File: src/rtl/core/size_class_disk_allocator_top_assert.svh
// ----------------------------------------------------------------------------
// Assertion macros for the size-class disk allocator
// Clocked implication checks used by the top-level RTL.
// ----------------------------------------------------------------------------
`ifndef SIZE_CLASS_DISK_ALLOCATOR_TOP_ASSERT_SVH
`define SIZE_CLASS_DISK_ALLOCATOR_TOP_ASSERT_SVH

// Same-cycle implication, disabled while reset is held
`define SCDA_ASSERT_IMP(lbl, clk, rst_n, ante, cons, msg) \
    lbl: assert property (@(posedge clk) disable iff (!rst_n) (ante) |-> (cons)) \
        else $error(msg);

// Next-cycle implication, disabled while reset is held
`define SCDA_ASSERT_NXT(lbl, clk, rst_n, ante, cons, msg) \
    lbl: assert property (@(posedge clk) disable iff (!rst_n) (ante) |=> (cons)) \
        else $error(msg);

`endif

File: src/rtl/core/scda_ram.sv
// ----------------------------------------------------------------------------
// scda_ram
// Generic simple dual-port RAM: one write port, one registered read port.
// ----------------------------------------------------------------------------
`default_nettype none

module scda_ram #(
    parameter int WIDTH = 8,
    parameter int DEPTH = 2,
    parameter int AW    = (DEPTH > 1) ? $clog2(DEPTH) : 1
) (
    input  wire logic             clk,
    input  wire logic             wr_en,
    input  wire logic [AW-1:0]    wr_addr,
    input  wire logic [WIDTH-1:0] wr_data,
    input  wire logic             rd_en,
    input  wire logic [AW-1:0]    rd_addr,
    output logic      [WIDTH-1:0] rd_data
);

    logic [WIDTH-1:0] mem [DEPTH];

    // Write port
    always_ff @(posedge clk)
    begin
        if (wr_en)
        begin
            mem[wr_addr] <= wr_data;
        end
    end

    // Registered read port, holds when not enabled
    always_ff @(posedge clk)
    begin
        if (rd_en)
        begin
            rd_data <= mem[rd_addr];
        end
    end

endmodule

`default_nettype wire

File: config.mk
export PLATFORM = sky130hd
export DESIGN_NAME = scda_ram
export DESIGN_NICKNAME = d
export VERILOG_FILES = /design/src/rtl/core/size_class_disk_allocator_top_assert.svh /design/src/rtl/core/scda_ram.sv
export SDC_FILE = /design/constraint.sdc
export NUM_CORES = 1
export LEC_CHECK = 0
export BUFFER_PORTS_ARGS = -buffer_cell sky130_fd_sc_hd__buf_4
export CAP_MARGIN = 20
export CORE_UTILIZATION = 50
export CTS_CLUSTER_DIAMETER = 40
export DETAILED_ROUTE_END_ITERATION = 10
export GPL_TIMING_DRIVEN = 0
export PLACE_DENSITY = 0.78
export SYNTH_ARGS = -nofsm -noshare
export SYNTH_HDL_FRONTEND = slang
export SYNTH_SLANG_ARGS = --single-unit
File: constraint.sdc
create_clock -name clk -period 1.3 [get_ports clk]
set_clock_uncertainty 0.15 [all_clocks]
set_input_delay 0.195 -clock clk [delete_from_list [all_inputs] [get_ports clk]]
set_output_delay 0.195 -clock clk [all_outputs]
set_load 0.01 [all_outputs]
Word level (Yosys, flattened, before mapping)
Memory sizes are Yosys's and may differ from the RTL's. A register that Yosys moved wholly into a read port is not among the register bits.
Cells that the tools add are included.

word-level totals
  logic and storage cells = 3
  RAM bits = 16
  output and inout port bits = 8
  bits in registers = 0
  memories kept = 1

memory list
  name  words  bits a word  read ports  clocked after Yosys merged registers in  wr ports  RTL line        RTL
  mem   2      8            1           1                                        1         scda_ram.sv:21  logic [WIDTH-1:0] mem [DEPTH];

cells by class
  mux-type cells = 2

operator list
  kind              count
  1-bit 2-to-1 mux  2

Logic depth before layout (Yosys ltp)
  depth after elaboration = 2
  depth in mapped cells = 2
  mapped depth without buffers = 1

Worst setup path before layout
Ideal clock, no wire load.

  kind = input to register
  from = in wr_en
  to = mem mem[0][0] (enable)
  data required time = 0.777 ns
  setup slack = 0.162 ns
  cell stages on the path = 1
  library setup time = 0.373 ns
  data arrival time = 0.615 ns
  cells stage by stage = nor2b_1

on the way
  cells in the longest elaborated chain, start to end = 2

ends and longest elaborated chain
  item                                    RTL line        RTL
  start, declared                         scda_ram.sv:13  input wire logic wr_en,
  1-bit 2-to-1 mux                        scda_ram.sv:26  if (wr_en)
  1-bit 2-to-1 mux (implied by the code)  scda_ram.sv:28  mem[wr_addr] <= wr_data;
  end, declared                           scda_ram.sv:21

Every way passes these cells.

Final worst setup path
  from = reg rd_data[7], read port of mem
  to = out rd_data[7]

RTL lines
  item             RTL line        RTL
  start, declared  scda_ram.sv:18  output logic [WIDTH-1:0] rd_data

No word-level cell between the ends.

==> flow_summary.rst <==
.. list-table::
   :header-rows: 1

   * - Metric
     - Value
   * - Non-filler instance count after layout
     - 83
   * - Cells after synthesis
     - 35
   * - Reg2Reg Launch Point
     - mem[0][3]
   * - Ratio of routed vias to standard cells
     - roughly 4.9
   * - Pre-CTS WS
     - -0.0808 ns
   * - Chip Width
     - between 40 and 50 um
   * - Worst hold slack after final layout
     - roughly 0.12 ns
   * - Setup violation total in the final timing report
     - 0
   * - Total count of hold-check failures in the final report
     - 0
   * - Post-Route Utilization
     - 75.0%
   * - Required time of the critical path
     - around 0.95 ns
   * - Num rows
     - 14
   * - Via count of the first global-routing pass
     - about 440
   * - Clock tree root buffer cell
     - sky130_fd_sc_hd__clkbuf_4
   * - Total detailed-routing wirelength
     - between 1000 and 1500 um
   * - Deepest level of the CTS H-tree
     - 1
   * - Clock tree from TritonCTS
     - done
   * - Worst path buffer plus inverter count
     - 1
   * - Setup repair after global routing missed its margin
     - false
   * - Count of routing violations after the opening detailed-route iteration
     - 7
   * - Largest net degree at the start of global routing
     - 15
   * - Synthesis-to-finish area growth
     - 35.3%
   * - Category of cells accounting for the largest share of critical-path delay
     - flip-flops
   * - Cell Pwr Density
     - around 1400 nW/um^2
   * - Floorplan die area
     - roughly 1900 um^2
   * - Buffers inserted during post-CTS setup optimization
     - 0
   * - Final setup margin
     - around 0.11 ns
   * - Result of the run
     - complete, but fails checks
   * - Highest-delay cell along the critical path
     - sky130_fd_sc_hd__edfxtp_1
   * - Count of state elements after synthesis
     - 24
   * - Max IR drop VDD
     - between 0.001 and 0.0015 V
   * - Core ar.
     - around 1600 um^2
   * - Setup CP Type
     - flop to output pin
   * - Wire length of the first global-routing pass
     - 1730 um
   * - Worst slew margin relative to its limit
     - between 50 and 60%
   * - Critical path launch point type
     - flop
   * - Final number of max-transition violations
     - 0
   * - Post-synth top area cell
     - sky130_fd_sc_hd__edfxtp_1
   * - Worst-skew pair later-pin latency
     - between 0.3 and 0.4 ns
   * - Sequential fraction of the synthesis area
     - a little over four fifths
   * - Synth cell types
     - 5
   * - Total clock buffers created by CTS
     - 3
   * - Post-route clock period utilization
     - slightly above 90%
   * - DP Area
     - ~1000 um^2
   * - Net total in the final layout
     - slightly above 80
   * - Max Cap Violations
     - 0
   * - Boundary Pins
     - 21
   * - Arrival time worst endpoint
     - ~0.85 ns
   * - Max FO, Critical Path
     - 1
   * - Sum of overflow across all layers after global routing
     - 0
   * - Average size of a mapped cell
     - about 25 um^2
   * - Die extent in y
     - approximately 44 um
   * - Synth Cell Area
     - about 860 um^2
   * - Max Fclk
     - around 0.84 GHz
   * - Overall fraction of global-route tracks in use
     - between 10 and 15%
   * - Cell area after layout
     - roughly 1200 um^2
   * - Final Critical Period
     - 1.19 ns
   * - Biggest area contributors in the synthesized netlist
     - sky130_fd_sc_hd__edfxtp_1, sky130_fd_sc_hd__mux2_4, sky130_fd_sc_hd__buf_6
   * - Number of instances in the placed design
     - 70
   * - Number of inserted filler cells in the final layout
     - between 80 and 90
   * - Avg WL per Cell
     - roughly 13 um
   * - Worst Min Path Start
     - rd_addr
   * - Input/output buffers
     - 19
   * - Antenna violation net count after detailed routing
     - 0
   * - Type of the most critical hold path
     - primary input to flop
   * - Via total after detailed routing
     - 410
   * - Setup total negative slack
     - 0 ns
   * - Number of nets produced by synthesis
     - 48
   * - Warning count from the yosys run
     - 0
   * - Gp weighted congestion
     - between 0.5 and 0.6
   * - Delay of the slowest critical-path stage
     - between 0.3 and 0.4 ns
   * - Detailed-route DRC error count
     - 2
   * - Antenna diodes
     - 0
   * - Starting density of the core
     - 55.5%
   * - Critical-path cell list
     - buf_4
   * - Number of clock sinks seen by CTS
     - 24
   * - Crit path launch
     - rd_data[7]
   * - Worst-case clock buffer depth
     - 2
   * - Area share of the largest cell type after synthesis
     - 83.4%
   * - PnR Total Power
     - ~1.6 mW
   * - First-pass detailed-route iteration total
     - 6
   * - Lkg Pwr
     - approximately 0.46 nW
   * - Violated checks
     - design-rule violations
   * - Kind of capture point of the worst setup path
     - output pin
   * - Number of antenna violations at the first check in global routing
     - 0
   * - Layout cell share with drive strength beyond 1
     - between 40% and 50%
   * - Clock transition at the registers of the reported paths
     - 0.12 ns
   * - Worst Max-Slew Pin Slew
     - 0.690 ns
## Yosys cell counts
cell type and instances:
sky130_fd_sc_hd__edfxtp_1 24, sky130_fd_sc_hd__and2_1 1, sky130_fd_sc_hd__buf_6 1, sky130_fd_sc_hd__nor2b_1 1
sky130_fd_sc_hd__mux2_4 8
## path summary, 6_finish.rpt
path | end | slack (ns) | depth (start not counted)
worst max register to register | rd_data[3] | 0.23 | 1
worst min-delay path | rd_data[1] | 0.12 | 2
worst min register to register | rd_data[4] | 0.42 | 1
worst max-delay path | rd_data[7] | 0.11 | 1
## layout make-up
cell class	instances	area, um^2	share of cell area, %
Clock inverter	1	30.0	2.57
Clock buffer	3	22.5	1.93
Sequential cell	24	721	61.6
Tap cell	16	20.0	1.71
Buffer	1	11.3	0.963
Timing Repair Buffer	28	233	19.9
Multi-Input combinational cell	10	133	11.3
## report_power, final
part | switching (mW) | internal, mW
clock | 0.208 | 0.312
sequential | 0.0134 | 0.913
combinational | 0.0523 | 0.0966
total | 0.274 | 1.32
## placed cells by master, fill, tap and decap left out
cell	instances
sky130_fd_sc_hd__edfxtp_1	24
sky130_fd_sc_hd__clkbuf_4	3
sky130_fd_sc_hd__bufinv_16	1
sky130_fd_sc_hd__and2_1	1
sky130_fd_sc_hd__nor2b_1	1
sky130_fd_sc_hd__buf_6	1
sky130_fd_sc_hd__dlygate4sd3_1	9
sky130_fd_sc_hd__mux2_4	8
sky130_fd_sc_hd__buf_4	19
## flip-flops by register name, indices dropped and copies added (netlist names)
signal	count
mem	16
rd_data	8
## cells by family (layout without fill, tap and decap cells)
group | count (synthesis) | in the layout | share of synthesized area, %
buf+inv | 1 | 33 | 1.30
simple gates | 2 | 2 | 1.45
flops | 24 | 24 | 83.4
mux | 8 | 8 | 13.9
## per-layer routing
layer | wire (um) | global-route usage (%) | up-vias
met5 | 0 | 0 | -
met4 | 24 | 9.38 | 0
met3 | 60 | 3.75 | 2
met2 | 599 | 23.6 | 19
met1 | 393 | 14.0 | 188
li1 | - | - | 201
## timing repair
item	in CTS	in global routing
hold buffers	9	0
endpoints found under the hold margin	19	0
gates resized for setup	0	0
Power figures use the tool's default switching activity.
