===== src/rtl/core/size_class_disk_allocator_top_assert.svh =====
// ----------------------------------------------------------------------------
// Assertion macros for the size-class disk allocator
// Clocked implication checks used by the top-level RTL.
// ----------------------------------------------------------------------------
`ifndef SIZE_CLASS_DISK_ALLOCATOR_TOP_ASSERT_SVH
`define SIZE_CLASS_DISK_ALLOCATOR_TOP_ASSERT_SVH

// Same-cycle implication, disabled while reset is held
`define SCDA_ASSERT_IMP(lbl, clk, rst_n, ante, cons, msg) \
    lbl: assert property (@(posedge clk) disable iff (!rst_n) (ante) |-> (cons)) \
        else $error(msg);

// Next-cycle implication, disabled while reset is held
`define SCDA_ASSERT_NXT(lbl, clk, rst_n, ante, cons, msg) \
    lbl: assert property (@(posedge clk) disable iff (!rst_n) (ante) |=> (cons)) \
        else $error(msg);

`endif


===== src/rtl/core/scda_pkg.sv =====
// ----------------------------------------------------------------------------
// scda_pkg
// Shared types, codes and the size-class table of the disk allocator.
// ----------------------------------------------------------------------------
`default_nettype none

package scda_pkg;

    // Fixed field widths of the streaming interface
    localparam int NUM_CLASSES = 44;
    localparam int CLASS_W     = 6;
    localparam int LEN_W       = 24;
    localparam int FIELD_W     = 40;
    localparam int STATUS_W    = 3;
    localparam int IN_DATA_W   = 104;
    localparam int OUT_DATA_W  = 192;
    localparam int MAX_ENTRY   = 10 << 20;

    // Defaults of the top-level parameters
    localparam int DEF_DEAD_DEPTH      = 64;
    localparam int DEF_ADDR_BITS       = 40;
    localparam int DEF_SLOTS_PER_BLOCK = 512;
    localparam int DEF_BLOCK_BYTES     = 65536;

    // Command codes
    localparam logic CMD_ALLOC = 1'b0;
    localparam logic CMD_FREE  = 1'b1;

    // Result status codes
    typedef enum logic [STATUS_W-1:0] {
        STAT_REUSED      = 3'd0,
        STAT_FRESH       = 3'd1,
        STAT_FRESH_BLOCK = 3'd2,
        STAT_FREED       = 3'd3,
        STAT_BAD_SIZE    = 3'd4,
        STAT_LIST_FULL   = 3'd5,
        STAT_TOO_LARGE   = 3'd6
    } status_t;

    // Sequencer states
    typedef enum logic [1:0] {
        S_IDLE,
        S_READ,
        S_DECIDE,
        S_POP
    } state_t;

    // Class lookup result
    typedef struct packed {
        logic [CLASS_W-1:0] cls;
        logic               exact;
        logic               too_large;
    } class_info_t;

    // Allocation bytes of each size class
    function automatic logic [LEN_W-1:0] class_bytes(input logic [CLASS_W-1:0] idx);
        logic [LEN_W-1:0] b;
        case (idx)
            6'd0:    b = 24'd128;
            6'd1:    b = 24'd256;
            6'd2:    b = 24'd384;
            6'd3:    b = 24'd512;
            6'd4:    b = 24'd640;
            6'd5:    b = 24'd768;
            6'd6:    b = 24'd896;
            6'd7:    b = 24'd1024;
            6'd8:    b = 24'd1152;
            6'd9:    b = 24'd1280;
            6'd10:   b = 24'd1664;
            6'd11:   b = 24'd2176;
            6'd12:   b = 24'd2944;
            6'd13:   b = 24'd3840;
            6'd14:   b = 24'd4992;
            6'd15:   b = 24'd6528;
            6'd16:   b = 24'd8576;
            6'd17:   b = 24'd11264;
            6'd18:   b = 24'd14720;
            6'd19:   b = 24'd19200;
            6'd20:   b = 24'd24960;
            6'd21:   b = 24'd32512;
            6'd22:   b = 24'd42368;
            6'd23:   b = 24'd55168;
            6'd24:   b = 24'd71808;
            6'd25:   b = 24'd93440;
            6'd26:   b = 24'd121472;
            6'd27:   b = 24'd157952;
            6'd28:   b = 24'd205440;
            6'd29:   b = 24'd267136;
            6'd30:   b = 24'd347392;
            6'd31:   b = 24'd451712;
            6'd32:   b = 24'd587264;
            6'd33:   b = 24'd763520;
            6'd34:   b = 24'd992640;
            6'd35:   b = 24'd1290496;
            6'd36:   b = 24'd1677696;
            6'd37:   b = 24'd2181120;
            6'd38:   b = 24'd2835456;
            6'd39:   b = 24'd3686144;
            6'd40:   b = 24'd4792064;
            6'd41:   b = 24'd6229760;
            6'd42:   b = 24'd8098688;
            6'd43:   b = 24'd10485760;
            default: b = '0;
        endcase
        return b;
    endfunction

endpackage

`default_nettype wire


===== src/rtl/core/scda_class_lookup.sv =====
// ----------------------------------------------------------------------------
// scda_class_lookup
// Rounds a length up to its size class and flags exact and oversize lengths.
// ----------------------------------------------------------------------------
`default_nettype none

module scda_class_lookup (
    input  wire logic [scda_pkg::LEN_W-1:0] len,
    output scda_pkg::class_info_t           info
);

    import scda_pkg::*;

    logic [CLASS_W-1:0] cls;

    // The table is ascending: the class is the count of sizes below len
    always_comb
    begin
        cls = '0;
        for (int c = 0; c < NUM_CLASSES - 1; c++)
        begin
            if (len > class_bytes(CLASS_W'(c)))
            begin
                cls = CLASS_W'(c + 1);
            end
        end
    end

    assign info.cls       = cls;
    assign info.exact     = (len == class_bytes(cls));
    assign info.too_large = (len > LEN_W'(MAX_ENTRY));

endmodule

`default_nettype wire


===== config.mk =====
export PLATFORM = sky130hd
export DESIGN_NAME = scda_class_lookup
export DESIGN_NICKNAME = d
export VERILOG_FILES = /design/src/rtl/core/size_class_disk_allocator_top_assert.svh /design/src/rtl/core/scda_pkg.sv /design/src/rtl/core/scda_class_lookup.sv
export SDC_FILE = /design/constraint.sdc
export NUM_CORES = 1
export LEC_CHECK = 0
export BUFFER_PORTS_ARGS = -buffer_cell sky130_fd_sc_hd__clkbuf_2
export CORE_MARGIN = 2
export CORE_UTILIZATION = 51
export DETAILED_ROUTE_END_ITERATION = 6
export PLACE_DENSITY_LB_ADDON = 0.3
export SYNTH_ARGS = -nofsm -noshare
export SYNTH_HDL_FRONTEND = slang
export SYNTH_SLANG_ARGS = --single-unit

===== constraint.sdc =====
create_clock -name vclk -period 6.3
set_input_delay 0.315 -clock vclk [all_inputs]
set_output_delay 0.315 -clock vclk [all_outputs]
set_load 0.01 [all_outputs]

# After elaboration in Yosys (flattened, before gate mapping)
# Memories as Yosys holds them, arrays and structs flattened.
# Index checks and enable logic that the tools add are counted.
dict set report word_totals {
  reg_bits 0
  latchBits 0
  ramBits 0
  romBits 1088
  in_bits 24
  word_cells 89
  mem_count 1
}
dict set report classes {
  n_addsub 0
  n_mul 0
  div_mod_pow 0
  magnitude_cmp 44
  eq_ne 1
  shifts 0
  n_mux 43
  bitwise 0
  n_reduce_logical 0
}
# memory words word_bits rd rd_clocked_by_memory_dff wr line_no
set memory_table {}
lappend memory_table {{(no name shown)} 64 17 1 0 0 scda_pkg.sv:58} ;# case (idx)
# cell n
set ops {}
lappend ops {{$mux 6} 42}
lappend ops {{$gt 24x10->1 const B} 4}
lappend ops {{$gt 24x11->1 const B} 4}
lappend ops {{$gt 24x12->1 const B} 3}
lappend ops {{$gt 24x14->1 const B} 3}
lappend ops {{$gt 24x15->1 const B} 3}
lappend ops {{$gt 24x17->1 const B} 3}
lappend ops {{$gt 24x19->1 const B} 3}
lappend ops {{$gt 24x20->1 const B} 3}
lappend ops {{$gt 24x22->1 const B} 3}
lappend ops {{$gt 24x23->1 const B} 3}
lappend ops {{$gt 24x13->1 const B} 2}
lappend ops {{$gt 24x16->1 const B} 2}
lappend ops {{$gt 24x18->1 const B} 2}
lappend ops {{$gt 24x21->1 const B} 2}
lappend ops {{$gt 24x9->1 const B} 2}
lappend ops {{$eq 24x24->1} 1}
lappend ops {{$gt 24x24->1 const B} 1}
lappend ops {{$gt 24x8->1 const B} 1}
lappend ops {{$mux 1} 1}

# Longest topological paths before layout
# Gate-level depths: netlist of run 1.
# An unclocked memory read counts as a cell.
dict set report depth {
  depth_word 46
  mapped_depth 23
  ltp_nobuf 20
}

# Worst setup path after synthesis of run 1
# OpenSTA, ideal clock, no wires.
dict set report synth_path {
  path_kind {input port to output port}
  startpoint {input len[3] in the netlist's numbering}
  endpoint {output info[1] in the netlist's numbering}
  arrival_ns 5.235
  required_ns 5.985
  path_slack_ns 0.750
  cell_stages 20
  path_buffers 2
  path_cell_list {or4_1 buf_2 nor4_1 or3b_2 a21oi_1 a2bb2oi_1 o21ai_1 o211ai_1 nand2_1 ha_1 buf_1 a21o_1 a211oi_1 nand3b_1 a2111o_1 or4_1 nor4_1 o2111a_1 nand4_1 nor4_2}
}
# element line_no
set synth_rtl {}
lappend synth_rtl {{start: declaration} scda_class_lookup.sv:8} ;# input wire logic [scda_pkg::LEN_W-1:0] len,
lappend synth_rtl {{end: declaration} scda_class_lookup.sv:9} ;# output scda_pkg::class_info_t info

==> summary.log, run 1 <==
INFO  outcome        status=finished, final reports clean
INFO  worst_setup_path crit_arrival=5.70ns
INFO  placed_design  preCtsSetupSlack=0.442ns
INFO  worst_setup_path critical_path.max_fanout=15
INFO  finish         area_delta_synth_final=12.2%
INFO  drt            avgViaCountPerCell=8.16
INFO  global_routing antenna_found_initial=0
INFO  worst_setup_path worstSetupStartpoint=len[21]
INFO  finish         drive_above_1_share=19.6%
INFO  yosys          synth_top_family_by_area=simple AND/OR/NAND/NOR gates
INFO  power_and_ir_drop totalPowerFinal=290uW
INFO  finish         layout.cell_area.non_filler=4120um2
INFO  yosys          synthXorXnorAreaFrac=1.19%
INFO  drt            vias=5,772
INFO  drt            route.detailed.drc=0
INFO  yosys          muxShareOfSynthArea=1.94%
INFO  worst_setup_path path_cells=clkbuf_2 -> or4_1 -> or3_1 -> or3b_2 -> a21oi_1 -> a2bb2oi_1 -> o21ai_1 -> o211ai_1 -> nand2_1 -> ha_1 -> nand2_1 -> nand4_1 -> a21oi_1 -> nand3b_1 -> a2111o_1 -> or4_1 -> nor4_1 -> o2111a_1 -> nand4_1 -> nor4_2 -> clkbuf_2
INFO  placed_design  hpwl=13.7mm
INFO  worst_setup_path worst_path_dominant_cell_family=simple AND/OR/NAND/NOR gates
INFO  yosys          synthSimpleGateAreaFrac=44.6%
INFO  yosys          mappedNetlistNets=613
INFO  finish         final-instance-count-excl-fill=707
INFO  global_routing grt_pass1_wl=27.7mm
INFO  finish         flops_and_latches=0
INFO  drt            final_antenna_net_count=0
INFO  worst_setup_path end_kind=output port
INFO  floorplanning  fp-row-count=30
INFO  worst_setup_path crit_path_buf_inv_count=2
INFO  yosys          post_synth_num_cell_types=87
INFO  sta            final_hold_vio_count=0
INFO  floorplanning  initial_core_util=53.5%
INFO  worst_setup_path crit_type=in -> out
INFO  power_and_ir_drop vdd.ir_drop.worst=0.0407mV
INFO  job            cap_viol_max_count=0
INFO  global_routing vias_in_the_first_global_route=4,955
INFO  power_and_ir_drop power.density=70.3nW/um2
INFO  yosys          syn_area_per_cell=6.30um2
INFO  finish         clock_buffers=0
INFO  sta            fin_hold_ws=1.17ns
INFO  finish         ff_latch_area=0um2
INFO  worst_setup_path cp.depth=21
INFO  drt            drt_iter0_markers=1,102
INFO  floorplanning  io_pins=32
INFO  global_routing grtUsageTotal=45.5%
INFO  sta            unrepaired_setup_endpoints_after_global_routing=no
INFO  floorplanning  design.core.area=6870um2
INFO  placed_design  number_of_port_buffers=32
INFO  sta            finalCritPeriodShare=95.6%
INFO  yosys          yosys.area_share.adder=2.04%
INFO  worst_setup_path cpPeakStageDelay=0.71ns
INFO  sta            finalWorstPathRequiredPeriod=6.02ns
INFO  power_and_ir_drop leakage=1.40nW
INFO  global_routing grt_start_max_net_pins=30
INFO  placed_design  gp_congestion=1.16
INFO  sta            worst-slew-pin-transition=1.08ns
INFO  drt            first_pass_iters=6
INFO  yosys          postSynthCellCount=583
INFO  clock_tree     cts_hold_buf=0
INFO  placed_design  placement.cell_area=4120um2
INFO  placed_design  numPlacedInstances=707
INFO  hold_path      min-delay-path-class=in -> out
INFO  finish         insertedDiodeCount=0
INFO  sta            finalSetupTns=0ns
INFO  worst_setup_path data_required_critical_path=5.98ns
INFO  sta            finalWorstSetupSlack=0.280ns
INFO  sta            setup_viol=0
INFO  yosys          number_of_synthesis_warnings=0
INFO  floorplanning  die_h=88.9um
INFO  yosys          synth-seq-area-share=0%
INFO  floorplanning  chipWidth=88.9um
INFO  drt            drt-wirelength-per-cell=25.8um
INFO  finish         finalNetCount=643
INFO  drt            route.final.wire_length=18.3mm
INFO  worst_setup_path worstSetupEndpoint=info[1]
INFO  worst_setup_path worst_setup_path_start_kind=input pin
INFO  yosys          syn-cell-area=3670um2
INFO  sta            timing.slew.headroom=26.6%
INFO  yosys          synth-compound-area-share=41.9%
INFO  floorplanning  die-area=7900um2
INFO  sta            report.final.slew_viol_count=0
INFO  worst_setup_path worst_path_max_delay_cell=or4_1
INFO  global_routing grt-ovfl-total=0
INFO  finish         final_util=60.0%
INFO  sta            fmaxAchievable=0.166GHz
cell families (layout without fill, tap and decap cells):
| logic type | count (synthesis) | in the layout |
|---|---|---|
| multiplexers | 7 | 7 |
| XOR/XNOR | 5 | 5 |
| buffers and inverters | 75 | 103 |
| AND/OR/NAND/NOR | 285 | 285 |
| AO/OA/AOI/OAI | 205 | 205 |
| adder cells (fa/ha/maj) | 6 | 6 |
area by class of cell:
| cell class | count | area (um2) |
|---|---|---|
| Multi-Input combinational cell | 508 | 3370 |
| Fill cell | 675 | 2750 |
| Tap cell | 96 | 120 |
| Inverter | 18 | 70.1 |
| Timing Repair Buffer | 85 | 558 |
worst min path at each step:
stage	from	end	slack (ns)	cells past startpoint
2_1_floorplan	len[23]	info[0]	0.98	2
3_3_place_gp	len[23]	info[0]	1.14	3
3_5_place_dp	len[23]	info[0]	1.16	3
4_1_cts	len[23]	info[0]	1.15	3
5_1_grt	len[23]	info[0]	1.18	3
6_report	len[23]	info[0]	1.17	3
Yosys cell counts, drive strengths merged (12+ instances only):
| cell type | instances | area, um2 |
|---|---|---|
| a31oi | 15 | 93.8 |
| nor3 | 35 | 195 |
| buf | 15 | 77.6 |
| inv | 18 | 70.1 |
| a21oi | 36 | 184 |
| o31ai | 13 | 116 |
| nand3 | 20 | 100 |
| or3 | 12 | 75.1 |
| nand2 | 45 | 169 |
| o21ai | 33 | 188 |
| nor4 | 27 | 203 |
| clkbuf | 42 | 158 |
| nand4 | 27 | 169 |
| nor2 | 45 | 185 |
| a211oi | 15 | 113 |
timing repair:
item,CTS,global route
resized for setup,0,1
setup endpoints to repair,0,1
buffers inserted,0,0
cell usage in the layout, fill, tap and decap left out, types with 4 or more instances in the layout:
master      n
nor2_1     44
ha_1        6
nor2b_1     5
xnor2_1     4
o311ai_0    8
nand2b_1   11
nor3_2      4
nand2_1    45
inv_1      15
nand3_1    20
o211ai_1    8
and2_1     11
a211oi_1   15
o21ai_0    27
a21oi_1    35
or3_1      12
o22ai_1     4
o21bai_1    4
nor3_1     31
nor4_1     22
o32ai_1     5
a31oi_1    15
nand4_1    27
a21o_1      6
buf_4      53
a2111oi_0   7
nand4b_1    4
o31ai_1    11
or2_2       6
or4_1      11
clkbuf_2   32
and4_1      7
nor4_2      4
and3_1      5
mux2i_1     6
routing by layer:
| layer | routed length, um | GRT usage [%] |
|---|---|---|
| met5 | 0 | 0 |
| met4 | 1190 | 16.4 |
| met3 | 3630 | 18.3 |
| met2 | 6780 | 62.8 |
| met1 | 6650 | 63.1 |
where the power goes:
group          leakage, nW  internal (mW)  switching, mW  total, mW
Combinational         1.40         0.0947          0.195      0.290
Clock                    0              0              0          0
Sequential               0              0              0          0
Power figures use the tool's default switching activity.
==> run 2: changes to the inputs <==
CORE_ASPECT_RATIO = 0.75   (was default)
==> summary.log, run 2 (same netlist as run 1, synthesis figures left out) <==
INFO  finish         final_util=62.3% [+2.3 points]
INFO  power_and_ir_drop vdd.ir_drop.worst=0.0384mV [-5.6%]
INFO  outcome        violated_checks=DRC
INFO  drt            final_antenna_net_count=0 [unchanged]
INFO  worst_setup_path cpPeakStageDelay=0.58ns [-0.13 ns]
INFO  finish         mostFrequentLayoutCell=buf_4
INFO  clock_tree     cts_hold_buf=0 [unchanged]
INFO  sta            finalSetupTns=0ns [unchanged]
INFO  floorplanning  io_pins=32 [unchanged]
INFO  worst_setup_path critical_path.max_fanout=14 [-1]
INFO  finish         layout.cell_area.non_filler=4300um2 [+4.2%]
INFO  finish         commonest_non_fill_non_tap_cells_in_the_layout=buf_4 (74), nand2_1 (44), nor2_1 (44)
INFO  finish         flops_and_latches=0 [unchanged]
INFO  placed_design  number_of_port_buffers=32 [unchanged]
INFO  sta            final_hold_vio_count=0 [unchanged]
INFO  worst_setup_path end_kind=output port
INFO  sta            worst-slew-pin-transition=1.04ns [-0.0429 ns]
INFO  sta            finalWorstPathRequiredPeriod=5.96ns [-0.0584 ns]
INFO  placed_design  placement.cell_area=4280um2 [+3.9%]
INFO  sta            setup_viol=0 [unchanged]
INFO  global_routing grtUsageTotal=47.0% [+1.5 points]
INFO  finish         clock_buffers=0 [unchanged]
INFO  finish         area_delta_synth_final=17.0%
INFO  floorplanning  die-area=7910um2 [about the same]
INFO  floorplanning  fp-row-count=26 [-13%]
INFO  sta            report.final.slew_viol_count=0 [unchanged]
INFO  sta            fmaxAchievable=0.168GHz [+0.98%]
INFO  drt            drt-wirelength-per-cell=26.3um [+1.9%]
INFO  global_routing grt-ovfl-total=0 [unchanged]
INFO  placed_design  numPlacedInstances=730 [+3.3%]
INFO  drt            route.final.wire_length=19.2mm [+5.2%]
INFO  worst_setup_path crit_path_buf_inv_count=6 [+4]
INFO  worst_setup_path path_cells=clkbuf_2 -> buf_4 -> nor4_1 -> buf_4 -> nand3_1 -> or4_1 -> nand4_1 -> nor3_1 -> buf_4 -> o211ai_1 -> nand2_2 -> ha_1 -> a21o_1 -> a211oi_1 -> nand3b_1 -> a2111o_1 -> or4_1 -> nor4_1 -> buf_4 -> o2111a_1 -> nand4_1 -> nor4_2 -> clkbuf_2
INFO  placed_design  hpwl=14.6mm [+6.4%]
INFO  worst_setup_path crit_arrival=5.65ns [-0.05 ns]
INFO  global_routing grt_pass1_wl=29.4mm [+6.3%]
INFO  worst_setup_path worst_path_max_delay_cell=or4_1
INFO  finish         drive_above_1_share=22.9% [+3.3 points]
INFO  worst_setup_path crit_type=in -> out
INFO  outcome        status=complete, but fails checks
INFO  sta            timing.slew.headroom=29.5% [+2.9 points]
INFO  finish         ff_latch_area=0um2 [unchanged]
INFO  global_routing grt_start_max_net_pins=23 [-23%]
INFO  global_routing vias_in_the_first_global_route=5,259 [+6.1%]
INFO  floorplanning  initial_core_util=53.3% [-0.21 points]
INFO  floorplanning  chipWidth=102um [+15%]
INFO  worst_setup_path cell_occurring_most_often_along_the_worst_timing_path=buf_4
INFO  floorplanning  die_h=77.5um [-13%]
INFO  placed_design  gp_congestion=1.25 [+7.4%]
INFO  drt            route.detailed.drc=28 [+28]
INFO  floorplanning  design.core.area=6900um2 [+0.40%]
INFO  sta            finalCritPeriodShare=94.6% [-0.93 points]
INFO  worst_setup_path worst_path_dominant_cell_family=simple AND/OR/NAND/NOR gates
INFO  finish         finalNetCount=664 [+3.3%]
INFO  worst_setup_path worst_setup_path_start_kind=input pin
INFO  power_and_ir_drop leakage=1.51nW [+7.8%]
INFO  power_and_ir_drop power.density=71.3nW/um2 [+1.4%]
INFO  drt            drt_iter0_markers=1,362 [+24%]
INFO  global_routing antenna_found_initial=0 [unchanged]
INFO  sta            unrepaired_setup_endpoints_after_global_routing=no
INFO  drt            vias=5,859 [+1.5%]
INFO  finish         final-instance-count-excl-fill=730 [+3.3%]
INFO  drt            avgViaCountPerCell=8.03 [-1.7%]
INFO  worst_setup_path data_required_critical_path=5.98ns [about the same]
INFO  hold_path      min-delay-path-class=in -> out
INFO  finish         insertedDiodeCount=0 [unchanged]
INFO  drt            first_pass_iters=7 [+1]
INFO  job            cap_viol_max_count=0 [unchanged]
-- run 2: metal layers --
layer	vias up	track usage (%)	share of wire [%]
met3	151	27.3	22
li1	2443	-	-
met2	655	60.1	36
met1	2610	65.3	37
met4	0	12.0	5.0
met5	-	6.99	0
-- run 2: timing repair --
item	in CTS	in global routing
buffers inserted	0	0
endpoints found under the setup margin	0	1
gates resized for setup	0	5
-- run 2: final cells by class --
type / instances / area, um2
multi-input combinational: 508 / 3390
inverter: 18 / 70.1
tap: 98 / 123
fill: 676 / 2600
timing repair buffer: 106 / 716
-- run 2: final timing paths --
| path | cells past startpoint | endpoint | startpoint | slack [ns] |
|---|---|---|---|---|
| max | 23 | info[1] | len[15] | 0.34 |
| min | 4 | info[0] | len[23] | 1.16 |
-- run 2: stage by stage --
stage / power [mW] / hold WS (ns) / setup WS [ns]
final: 0.306 / 1.16 / 0.339
after global routing: 0.316 / 1.18 / 0.104
after CTS: 0.280 / 1.14 / 0.287
after detailed placement: 0.279 / 1.14 / 0.325
after global placement: 0.278 / 1.14 / 0.392
after floorplan: 0.170 / 0.980 / 0.750
-- run 2: where the power goes --
group / internal (mW) / switching [mW]
logic: 0.103 / 0.203
clock network: 0 / 0
registers: 0 / 0
==> run 3: changes to the inputs <==
SETUP_SLACK_MARGIN = 0.5   (was default)
==> summary.log, run 3 (same netlist as run 1, synthesis figures left out) <==
INFO  outcome        status=complete, but fails checks
INFO  outcome        violated_checks=DRC
INFO  finish         ff_latch_area=0um2 [unchanged]
INFO  sta            timing.slew.headroom=30.7% [+1.2 points]
INFO  worst_setup_path cell_occurring_most_often_along_the_worst_timing_path=buf_4
INFO  finish         clock_buffers=0 [unchanged]
INFO  global_routing vias_in_the_first_global_route=5,283 [+0.46%]
INFO  worst_setup_path crit_arrival=5.34ns [-0.31 ns]
INFO  floorplanning  chipWidth=102um [unchanged]
INFO  placed_design  gp_congestion=1.25 [unchanged]
INFO  power_and_ir_drop power_switching=211uW [+3.7%]
INFO  placed_design  placement.cell_area=4280um2 [unchanged]
INFO  global_routing met3_layer_usage_reported_by_global_route=26.9% [-0.36 points]
INFO  sta            worst-slew-pin-transition=1.02ns [-0.0174 ns]
INFO  sta            finalCritPeriodShare=89.7% [-4.9 points]
INFO  floorplanning  design.core.area=6900um2 [unchanged]
INFO  sta            unrepaired_setup_endpoints_after_global_routing=no
INFO  hold_path      min-delay-path-class=in -> out
INFO  drt            route.final.wire_length=19.7mm [+2.4%]
INFO  drt            final_antenna_net_count=0 [unchanged]
INFO  floorplanning  fp-row-count=26 [unchanged]
INFO  placed_design  hpwl=14.6mm [unchanged]
INFO  sta            finalWorstSetupSlack=0.650ns [+0.311 ns]
INFO  power_and_ir_drop leakage=1.60nW [+5.5%]
INFO  global_routing met2_usage_in_global_routing=60.9% [+0.86 points]
INFO  sta            finalSetupTns=0ns [unchanged]
INFO  sta            finalWorstPathRequiredPeriod=5.65ns [-0.311 ns]
INFO  global_routing grt_pass1_wl=29.4mm [+0.12%]
INFO  worst_setup_path crit_type=in -> out
INFO  global_routing antenna_found_initial=0 [unchanged]
INFO  placed_design  preCtsSetupSlack=0.325ns [unchanged]
INFO  clock_tree     cts_hold_buf=0 [unchanged]
INFO  finish         layout.cell_area.non_filler=4540um2 [+5.8%]
INFO  finish         n_fill_cell=627 [-7.2%]
INFO  finish         insertedDiodeCount=0 [unchanged]
INFO  drt            drt-wirelength-per-cell=26.6um [+1.2%]
INFO  power_and_ir_drop share_comb_of_total_power=100.0% [about the same]
INFO  sta            report.final.slew_viol_count=0 [unchanged]
INFO  global_routing grt_most_used_layer=met1
INFO  finish         area_delta_synth_final=23.7%
INFO  drt            first_pass_iters=7 [unchanged]
INFO  sta            setup_viol=0 [unchanged]
INFO  floorplanning  die-area=7910um2 [unchanged]
INFO  power_and_ir_drop seqPwrFrac=0% [unchanged]
INFO  power_and_ir_drop power.density=70.9nW/um2 [-0.59%]
INFO  global_routing grt-ovfl-total=0 [unchanged]
INFO  power_and_ir_drop pwr-share-clk=0% [unchanged]
INFO  power_and_ir_drop internal_power=112uW [+7.9%]
INFO  worst_setup_path end_kind=output port
INFO  power_and_ir_drop switching_share=65.4% [-0.90 points]
INFO  worst_setup_path data_required_critical_path=5.98ns [about the same]
INFO  worst_setup_path worst_path_max_delay_cell=or4_1
INFO  worst_setup_path critical_path.max_fanout=11 [-3]
INFO  sta            fin_hold_ws=1.16ns [+0.00325 ns]
INFO  sta            fmaxAchievable=0.177GHz [+5.5%]
INFO  finish         commonest_non_fill_non_tap_cells_in_the_layout=buf_4 (81), nand2_1 (44), nor2_1 (42)
INFO  finish         flops_and_latches=0 [unchanged]
INFO  drt            route.detailed.drc=73 [+160%]
INFO  finish         drive_above_1_share=27.6% [+4.7 points]
INFO  floorplanning  die_h=77.5um [unchanged]
INFO  worst_setup_path worst_setup_path_start_kind=input pin
INFO  power_and_ir_drop vdd.ir_drop.worst=0.0419mV [+9.0%]
INFO  placed_design  number_of_port_buffers=32 [unchanged]
INFO  floorplanning  initial_core_util=53.3% [unchanged]
INFO  finish         mostFrequentLayoutCell=buf_4
INFO  drt            avgViaCountPerCell=8.15 [+1.6%]
INFO  drt            vias=6,026 [+2.9%]
INFO  global_routing grtUsageTotal=47.1% [+0.074 points]
INFO  floorplanning  io_pins=32 [unchanged]
INFO  sta            final_hold_vio_count=0 [unchanged]
INFO  job            cap_viol_max_count=0 [unchanged]
INFO  global_routing grt_start_max_net_pins=23 [unchanged]
INFO  worst_setup_path cpPeakStageDelay=0.52ns [-0.06 ns]
INFO  global_routing grtUsageMet1=65.4% [+0.11 points]
INFO  worst_setup_path path_cells=clkbuf_4 -> buf_4 -> nor2_2 -> buf_4 -> nand4_1 -> o32a_1 -> or4_1 -> nand4_1 -> nor3_1 -> buf_4 -> o211ai_1 -> nand2_2 -> ha_4 -> a21o_1 -> a211oi_1 -> nand3b_1 -> a2111o_1 -> or4_1 -> nor4_2 -> buf_4 -> o2111a_1 -> nand4_1 -> nor4_2 -> buf_2
INFO  power_and_ir_drop totalPowerFinal=322uW [+5.1%]
INFO  finish         finalNetCount=673 [+1.4%]
INFO  drt            drt_iter0_markers=1,341 [-1.5%]
run 3: cell count changes in the layout (fill, tap and decap cells not counted), moves of 3 or more:
cell,delta
buf_4,+7
nor4_1,-6
nor4_2,+5
clkbuf_2,-3
ha_1,-3
ha_4,+3
run 3: cell type report:
type	count	area, um2	share of cell area (%)
Timing Repair Buffer	115	808	17.8
Multi-Input combinational cell	508	3540	78.0
Inverter	18	70.1	1.54
Tap cell	98	123	2.70
run 3: path summary, 6_finish.rpt:
path	startpoint	to	slack, ns	cells after the start
worst max-delay path	len[14]	info[1]	0.65	24
worst min-delay path	len[23]	info[0]	1.16	4
run 3: critical path, delay by kind of cell:
kind | cells | cell delay (ns)
AND/OR/NAND/NOR | 11 | 2.29
AO/OA/AOI/OAI | 6 | 1.25
buffers and inverters | 6 | 1.10
adder cells (fa/ha/maj) | 1 | 0.36
run 3: power by group through the flow:
stage	clock network [mW]	logic, mW	registers, mW
after floorplan	0	0.170	0
after global placement	0	0.278	0
after detailed placement	0	0.279	0
after CTS	0	0.284	0
after global routing	0	0.332	0
final	0	0.322	0
run 3: per-layer routing:
| metal | wire length, um | vias up | part of all wire (%) |
|---|---|---|---|
| li1 | - | 2460 | - |
| met1 | 7270 | 2680 | 37 |
| met2 | 6980 | 703 | 35 |
| met3 | 4320 | 183 | 22 |
| met4 | 1100 | 0 | 5.6 |
| met5 | 0 | - | 0 |
run 3: through the flow:
| step | util, % | std cells |
|---|---|---|
| after detailed placement | 62.0 | 730 |
| final | 65.9 | 739 |
| after global routing | 65.9 | 739 |
| after floorplan | - | 583 |
| after global placement | 62.0 | 730 |
| after CTS | 62.6 | 730 |
run 3: what timing repair did:
item | in CTS | in global routing
buffers inserted | 0 | 9
pin swaps | 0 | 16
endpoints found under the setup margin | 1 | 1
gates resized for setup | 8 | 35
